<file path="config.mk">
export PLATFORM = sky130hd
export DESIGN_NAME = wugh_ram
export DESIGN_NICKNAME = d
export VERILOG_FILES = /design/src/assert_macros.svh /design/src/wugh_ram.sv
export SDC_FILE = /design/constraint.sdc
export NUM_CORES = 2
export LEC_CHECK = 0
export BUFFER_PORTS_ARGS = -buffer_cell sky130_fd_sc_hd__buf_2
export CORE_MARGIN = 2
export CORE_UTILIZATION = 35
export DETAILED_ROUTE_END_ITERATION = 10
export PLACE_DENSITY_LB_ADDON = 0.08
export SETUP_SLACK_MARGIN = 0.5
export SYNTH_ARGS = -nofsm -noshare
export SYNTH_HDL_FRONTEND = slang
export SYNTH_SLANG_ARGS = --single-unit
</file>
<file path="constraint.sdc">
create_clock -name clk -period 6.1 [get_ports clk]
set_clock_uncertainty 0.05 [all_clocks]
set_input_delay 0.915 -clock clk [delete_from_list [all_inputs] [get_ports clk]]
set_output_delay 0.915 -clock clk [all_outputs]
set_load 0.01 [all_outputs]
</file>
<file path="src/assert_macros.svh">
// Assertion macros for the RTL; only the top-level histogram file includes them.
`ifndef ASSERT_MACROS_SVH
`define ASSERT_MACROS_SVH

// Antecedent holds in a cycle, consequent holds in the same cycle.
`define ASSERT_SAME(lbl, ante, cons, msg) \
  lbl: assert property (@(posedge clk) disable iff (!rst_n) (ante) |-> (cons)) else $error(msg);

// Antecedent holds in a cycle, consequent holds in the next cycle.
`define ASSERT_NEXT(lbl, ante, cons, msg) \
  lbl: assert property (@(posedge clk) disable iff (!rst_n) (ante) |=> (cons)) else $error(msg);

`endif

</file>
<file path="src/wugh_ram.sv">
// Generic single-write, single-read RAM with registered read data.
`default_nettype none
module wugh_ram #(
  parameter int WIDTH = 48,
  parameter int DEPTH = 64
) (
  input  wire logic                     clk,
  input  wire logic                     we,
  input  wire logic [$clog2(DEPTH)-1:0] waddr,
  input  wire logic [WIDTH-1:0]         wdata,
  input  wire logic [$clog2(DEPTH)-1:0] raddr,
  output logic      [WIDTH-1:0]         rdata
);

  logic [WIDTH-1:0] mem [DEPTH];

  always_ff @(posedge clk) begin
    if (we) begin
      mem[waddr] <= wdata;
    end
    rdata <= mem[raddr];
  end

endmodule
`default_nettype wire

</file>
==> impl_results.md <==
* Worst Setup End Kind: flop
* Max Slew Vio Count at 0
* Clock sink count at 3,120
* Final Hold Fails at 0
* Number of H-tree levels at 5
* Clk_lat worst skew at 0.93 ns
* Synth warn at 0
* Setup TNS after final layout at 0 ns
* Die W at 582.5 µm
* Die area at 339,300 µm²
* Run status: finished, final reports clean
* Post-route ant nets at 0
* WS Path Type: in2reg
* Sequential fraction of the synthesis area at 0.7959
* CTS Hold Bufs at 0
* Placed cell count at 9,413
* # setup viols final at 0
* Fraction of layout cells with a size suffix above 1 at 0.2922
* Nets at 5,431
* Worst-path clk slew at 0.06 ns
* Wire per inst at 36.71 µm
* # DRC at 0
* Post-CTS setup buffers at 0
* WHS Path Cells at 2
* Period utilisation layout at 0.5700
* Ys async rst share at 0
* Antenna violations before repair at 42
* Core area at 333,200 µm²
* Num rows at 212
* RSZ-0062 raised after global routing: false
* Syn Nets at 5,032
* Final Instance Count excl. Fillers at 10,050
* Vias in the first global route at 58,010
* Lkg Pwr at 41.62 nW
* Syn Inst Count at 4,970
* Avg Inst Size Synth at 23.56 µm²
* Top_reg_cell synth: edfxtp_1
* #FFs+latches synth at 3,120
* DRC violation total after the first TritonRoute iteration at 5,719
* Routability congestion estimate at 0.7515
* Cts bufs inserted at 341
* TritonRoute pass-1 iters at 7
* Via count at 56,190
* Req. time, crit path at 6.88 ns
* Hold WC Path Type: in2reg
* Routed Wire Length at 368,800 µm
* Critical-path maximum fanout at 66
* Total power at 45.88 mW
* F_max at 287.6 MHz
* Post-synth EDFFs at 3,072
* PD cells at 339.5 nW/µm²
* Starting density of the core at 0.3515
* Min Hold Slack at 0.5092 ns
* CTS resizes at 0
* Worst Tran Pin Value at 1.377 ns
* Post-DP HPWL at 207,000 µm
* CP Data Arrival Time at 4.25 ns
* Root Driver: clkbuf_16
* Fill cells at 29,230
* Post-layout min period at 3.477 ns
* VDD IR-drop max at 0.2411 mV
* Relative slew slack at 0.07957
* Largest net degree at the start of global routing at 78
* TritonCTS clock tree: done
* Area delta synth->final at 15.39%
* # IOs at 110
* I/O Buffers at 109
* # Max-Cap Violations at 0
* Remaining Overflow, GRT at 0
* Post-DR vias/cell at 5.593
* Cell variety after synth at 36
* First-pass GRT wire length at 502,400 µm
* GRT Total Usage at 0.2153
* Cell area after synthesis at 117,100 µm²
* Max Root-Sink Buffers at 4
* FF-to-FF path depth at 5
* Type of origin of the critical path: input port
* Die Ht at 582.5 µm
==> final timing paths <==
| kind | from | slack (ns) | end |
|---|---|---|---|
| worst max-delay path | raddr[2] | 2.62 | rdata[26] |
| worst min-delay path | waddr[2] | 0.51 | mem[49][11] |
| worst min register to register | mem[59][13] | 0.72 | rdata[13] |
| worst max register to register | mem[45][40] | 3.81 | rdata[40] |
==> cell usage in the layout (no fill, tap or decap), types with 4 or more instances in the layout <==
cell,count
a211oi_1,32
a21oi_1,74
a221oi_1,83
a22o_1,57
a22oi_1,72
a311oi_1,11
a31o_2,5
buf_12,51
buf_2,105
buf_4,180
bufinv_16,18
clkbuf_1,86
clkbuf_16,349
clkinv_1,78
clkinv_2,60
clkinv_4,4
clkinv_8,6
clkinvlp_4,5
dfxtp_1,48
diode_2,12
edfxtp_1,3072
inv_6,10
mux2_2,12
mux2i_1,63
mux4_2,754
nand2_1,53
nand2b_1,7
nand3_1,7
nand3b_1,5
nor2_1,67
nor2_4,64
nor2b_1,20
o221ai_1,28
o22ai_1,122
or3b_2,4
==> cell families after synthesis <==
group                  share of synthesized area
muxes                                     0.1515
AOI/OAI and AO/OA                        0.03024
buffers and inverters                    0.01279
and+or+nand+nor                         0.009572
DFF                                       0.7959
==> per-layer routing <==
layer | wire length, µm | GRT usage
met1 | 162900 | 0.3070
met2 | 179200 | 0.3558
met3 | 19250 | 0.02674
met4 | 7421 | 0.04421
met5 | 64 | 0
==> worst max-delay path, cell delays in order <==
cell and delay [ns]:
buf_8 0.50, buf_12 0.42, nand2b_1 0.80, buf_4 0.35, o22ai_1 0.11, nor2_1 0.35, a21oi_1 0.28, a221oi_1 0.30
==> power by group <==
group / total [mW] / switching [mW] / leakage, nW / internal [mW]
logic: 2.18 / 1.42 / 8.41 / 0.762
clock network: 19.8 / 8.54 / 5.16 / 11.3
registers: 23.9 / 0.114 / 28.0 / 23.7
==> cells in the mapped netlist (all sizes together), types with 10 or more instances <==
library cell | n | area share
mux2i | 63 | 0.0054
clkbuf | 99 | 0.0032
dfxtp | 48 | 0.0082
a22oi | 72 | 0.0046
nand2b | 10 | 0.00053
buf | 183 | 0.0096
a221oi | 83 | 0.0062
nor2b | 24 | 0.0013
o22ai | 122 | 0.0065
a21oi | 74 | 0.0032
nand2 | 55 | 0.0018
edfxtp | 3072 | 0.79
mux4 | 754 | 0.14
nor2 | 132 | 0.0042
a22o | 57 | 0.0043
o221ai | 28 | 0.0021
a211oi | 32 | 0.0021
a311oi | 11 | 0.00082
mux2 | 12 | 0.0012
==> cell type report <==
cell class / instances / area, µm² / share of cell area
timing repair buffer: 338 / 2928 / 0.02167
tap: 4387 / 5489 / 0.04062
clock buffer: 437 / 9084 / 0.06722
antenna: 12 / 30.03 / 0.0002222
multi-input combinational: 1568 / 22950 / 0.1698
clock inverter: 184 / 1451 / 0.01074
sequential: 3120 / 93210 / 0.6897
==> state kept, by name, indices dropped and copies added (netlist names) <==
| register | flops |
|---|---|
| mem | 3072 |
| rdata | 48 |
==> per-stage QoR <==
stage	cell area [µm²]	util	worst slack, ns
after global routing	135100	0.4056	2.567
after CTS	135100	0.4055	2.673
after detailed placement	124600	0.3739	1.679
after global placement	124600	0.3739	1.684
after floorplan	117100	-	0.8502
final	135100	0.4056	2.623
Power figures use the tool's default switching activity.
